==> src/sv/lvc_pkg.sv <==
// Package with shared types and constants for the exclusive cache hierarchy.
`timescale 1ns / 1ps
package lvc_pkg;
  localparam int unsigned SETS_DEF = 16;
  localparam int unsigned L2_WAYS_DEF = 8;
  localparam int unsigned VC_ENTRIES_DEF = 4;
  localparam int unsigned OFFSET_BITS = 2;
  localparam int unsigned LINENO_W = 32 - OFFSET_BITS;

  // Where the addressed line was found.
  typedef enum logic [1:0] {
    SRV_L1  = 2'd0,
    SRV_VC  = 2'd1,
    SRV_L2  = 2'd2,
    SRV_MEM = 2'd3
  } served_t;

  typedef enum logic [2:0] {
    ST_IDLE,
    ST_READ,
    ST_LOOKUP,
    ST_UPDATE,
    ST_OUT
  } state_t;

  // Commands from the controller to the datapath.
  typedef struct packed {
    logic capture;
    logic read;
    logic lookup;
    logic update;
  } cmd_t;

  // Status from the datapath to the controller.
  typedef struct packed {
    logic dummy;
  } status_t;

  // Replace byte off of a line.
  function automatic logic [31:0] put_byte(input logic [31:0] line,
                                           input logic [1:0] off,
                                           input logic [7:0] b);
    logic [31:0] r;
    r = line;
    r[8*off +: 8] = b;
    return r;
  endfunction
endpackage

==> src/sv/lvc_ctrl.sv <==
// Controller state machine that sequences one item through the datapath.
`timescale 1ns / 1ps
module lvc_ctrl (
  input  logic            clk,
  input  logic            rst_n,
  input  logic            in_valid,
  output logic            in_ready,
  output logic            out_valid,
  input  logic            out_ready,
  input  lvc_pkg::status_t sts,
  output lvc_pkg::cmd_t   cmd
);
  import lvc_pkg::*;

  state_t state_r, state_nxt;

  // Next-state logic.
  always_comb begin
    state_nxt = state_r;
    case (state_r)
      ST_IDLE:   if (in_valid) state_nxt = ST_READ;
      ST_READ:   state_nxt = ST_LOOKUP;
      ST_LOOKUP: state_nxt = ST_UPDATE;
      ST_UPDATE: state_nxt = ST_OUT;
      ST_OUT:    if (out_ready) state_nxt = ST_IDLE;
      default:   state_nxt = ST_IDLE;
    endcase
  end

  // Output logic.
  always_comb begin
    cmd = '0;
    in_ready = 1'b0;
    out_valid = 1'b0;
    case (state_r)
      ST_IDLE: begin
        in_ready = 1'b1;
        cmd.capture = in_valid;
      end
      ST_READ:   cmd.read = 1'b1;
      ST_LOOKUP: cmd.lookup = 1'b1;
      ST_UPDATE: cmd.update = ~sts.dummy | sts.dummy;
      ST_OUT:    out_valid = 1'b1;
      default: begin
        cmd = '0;
      end
    endcase
  end

  always_ff @(posedge clk) begin
    if (!rst_n) begin
      state_r <= ST_IDLE;
    end else begin
      state_r <= state_nxt;
    end
  end
endmodule

==> config.mk <==
export PLATFORM = sky130hd
export DESIGN_NAME = lvc_ctrl
export DESIGN_NICKNAME = d
export VERILOG_FILES = /design/src/sv/lvc_pkg.sv /design/src/sv/lvc_ctrl.sv
export SDC_FILE = /design/constraint.sdc
export NUM_CORES = 1
export LEC_CHECK = 0
export BUFFER_PORTS_ARGS = -buffer_cell sky130_fd_sc_hd__buf_2
export CAP_MARGIN = 20
export CORE_AREA = 5 5 42 44
export DETAILED_ROUTE_END_ITERATION = 16
export DIE_AREA = 0 0 47 49
export PLACE_DENSITY = 0.34
export SYNTH_ARGS = -nofsm -noshare
export SYNTH_HDL_FRONTEND = slang
export SYNTH_SLANG_ARGS = --single-unit
==> constraint.sdc <==
create_clock -name clk -period 1.1 [get_ports clk]
set_input_delay 0.055 -clock clk [delete_from_list [all_inputs] [get_ports clk]]
set_output_delay 0.055 -clock clk [all_outputs]
set_load 0.005 [all_outputs]
==> impl_metrics.py <==
metrics = {
    "outcome": {
        "run_status": "complete, no violations",
    },
    "layout": {
        "largest_reg_flops": 3,
        "fin_nets": 34,
        "num_antenna_cells": 0,
        "syn_to_final_growth_pct": 59.2,
        "reg_top3": "state_r (3)",
        "instances_no_fill": 44,
        "layout-drive-gt1-share_pct": 60.7,
        "regMostFlops": "state_r",
        "nFillCells": 167,
    },
    "pwr": {
        "netSwitchingFraction_pct": 24.6,
        "max-vdd-ir-drop_uv": 557,
        "leakagePower_nw": 0.113,
        "pwr-share-comb_pct": 16.6,
        "p_total_mw": 0.395,
        "internal_power_mw": 0.298,
        "power.density_nw_per_um2": 1590,
        "seq_power_share_pct": 35.5,
        "pwr-share-clk_pct": 47.9,
        "p_sw_mw": 0.0973,
    },
    "setup_path": {
        "crit_path_end": "cmd[3]",
        "reg2reg_from": "state_r[2]$_SDFFE_PN0P_",
        "worst_setup_path_end_kind": "primary output",
        "start_kind": "flop",
        "arrival_ns": 0.99,
        "path_max_fanout": 7,
        "regToRegEndpoint": "state_r[2]$_SDFFE_PN0P_",
        "ff2ff_path_depth": 2,
        "critPathKind": "reg -> out",
        "startpoint": "state_r[2]$_SDFFE_PN0P_",
        "reg2reg_slack_ns": 0.19,
        "worstPathRequired_ns": 1.04,
    },
    "detailed_routing": {
        "vias": 156,
        "ant_nets": 0,
        "drt-total-wl_um": 375,
        "wl_per_cell_um": 8.52,
        "drt-pass1-iter-count": 1,
        "via_per_inst": 3.55,
        "drc": 0,
        "drtIter0Drc": 0,
    },
    "floorplan": {
        "rows": 14,
        "dieArea_um2": 2300,
        "io_pins": 11,
        "fp.dieW_um": 47,
        "start_util_pct": 11.2,
        "die_h_um": 49,
        "core_um2": 1400,
    },
    "sta": {
        "final-hold-violation-count": 0,
        "clock.fmax_mhz": 955,
        "worst_slack_ns": 0.0533,
        "fin_crit_ns": 1.05,
        "finalSetupViolCount": 0,
        "min_period_over_period_pct": 95.2,
        "slew_headroom_pct": 89.4,
        "worstMarginPinSlew_ns": 0.158,
        "drv_slew": 0,
        "rsz0062_at_grt": "yes",
        "finClkSkew_ns": 0.000173,
    },
    "grt": {
        "global_route.usage.met3_pct": 5.17,
        "grt_pass1_wl_um": 552,
        "grtUsageMet1_pct": 3.74,
        "grt_pass1_vias": 141,
        "grtUsageMet2_pct": 3.85,
        "grt-busiest-layer": "met3",
        "grt_max_degree": 8,
        "antenna_found_initial": 0,
        "grt_overflow": 0,
        "grtUsageTotal_pct": 3.80,
    },
    "clock_network": {
        "post-cts-setup-buffers": 0,
        "cts_buffer_depth": 2,
        "clk_latency_ns": 0.23,
        "cts_buffers": 3,
        "tritoncts": "built",
        "clockRootBuffer": "clkbuf_4",
        "cts.reportedPaths.clkPinSlew_ns": 0.04,
        "htree_num_levels": 1,
        "clkSinkCount": 3,
    },
    "synth": {
        "synthCells": 16,
        "ys_seq_elements": 3,
        "synth_top_area_share_pct": 38.4,
        "mappedNetlistArea_um2": 156,
        "synth_top_area_cell": "dfxtp_1",
        "ys_types": 11,
        "syn_nets": 21,
        "ys_seq_area_share_pct": 38.4,
        "synth.area.top_cells": "dfxtp_1 (38%), nor3b_1 (14%), nor3b_2 (8.0%), nor3_1 (6.4%), a22o_1 (5.6%)",
        "synth_area_per_cell_um2": 9.78,
        "yosys_warnings": 0,
    },
    "hold_path": {
        "whs_path_depth": 2,
        "min_path_type": "in -> reg",
    },
    "place": {
        "dp_slack_ns": 0.136,
        "place_congestion": 0.638,
        "port-buffer-count": 9,
        "hpwlAfterDp_um": 300,
        "placed_cells": 40,
    },
    "job": {
        "max-cap-violations": 0,
    },
}
==> cell families (layout without fill, tap and decap cells) <==
group / Yosys count / in the layout / share of synthesized area, %
AND/OR/NAND/NOR: 9 / 9 / 42.4
flip-flops: 3 / 3 / 38.4
AO/OA/AOI/OAI: 2 / 2 / 8.80
XOR/XNOR: 1 / 1 / 5.60
buffers and inverters: 1 / 13 / 4.80
==> Yosys cell counts, drive strengths merged <==
cell type  n
xnor2      1
o21ai      1
and2       1
buf        1
nor3       2
and3b      1
nor3b      4
nor2b      1
a22o       1
dfxtp      3
==> power groups by stage <==
stage          clock (mW)  sequential [mW]  combinational [mW]
2_1_floorplan           0            0.135              0.0373
3_3_place_gp            0            0.138              0.0653
3_5_place_dp            0            0.138              0.0657
4_1_cts             0.200            0.140              0.0681
5_1_grt             0.216            0.142              0.0741
6_report            0.189            0.140              0.0657
==> cell usage in the layout (no fill, tap or decap) <==
cell and instances:
buf_2 9, o21ai_0 1, and3b_1 1, nor3b_2 1, xnor2_1 1, a22o_1 1
clkbuf_1 1, nor2b_1 1, and2_1 1, nor3b_1 3, dfxtp_2 3, clkbuf_4 3
nor3_1 1, nor3_2 1
==> worst min-delay path by stage <==
stage	startpoint	to	slack, ns
6_report	rst_n	state_r[2]$_SDFFE_PN0P_	0.1
5_1_grt	rst_n	state_r[0]$_SDFFE_PN0P_	0.10
4_1_cts	rst_n	state_r[0]$_SDFFE_PN0P_	0.09
3_5_place_dp	rst_n	state_r[2]$_SDFFE_PN0P_	0.33
3_3_place_gp	rst_n	state_r[2]$_SDFFE_PN0P_	0.33
2_1_floorplan	rst_n	state_r[2]$_SDFFE_PN0P_	0.19
==> metrics by stage <==
stage,util [%],hold WS [ns],TNS (ns),instance area [µm²]
5_1_grt,17.8,0.101,-0.0170,249
6_report,17.8,0.0976,0,249
4_1_cts,17.8,0.0924,0,249
3_5_place_dp,15.3,0.333,0,214
3_3_place_gp,15.3,0.325,0,214
2_1_floorplan,-,0.188,0,156
==> critical path, stage by stage (launching register included) <==
cell     delay, ns
dfxtp_2       0.34
nor3_2        0.18
and2_1        0.14
buf_2         0.10
==> repair_timing <==
action / 4_1_cts / 5_1_grt
gates resized for setup: 4 / 0
setup endpoints to repair: 1 / 1
pin swaps: 0 / 0
hold buffers: 0 / 0
==> layout make-up <==
cell class	instances	area [µm²]	area share (%)
tap	16	20.0	8.04
clock buffer	4	26.3	10.6
sequential	3	63.8	25.6
timing repair buffer	9	45.0	18.1
multi-input combinational	12	93.8	37.7
==> layer usage <==
layer | share of wire (%) | wire, µm
met5 | 0 | 0
met4 | 0 | 0
met3 | 17 | 64
met2 | 39 | 145
met1 | 44 | 165
Power figures use the tool's default switching activity.
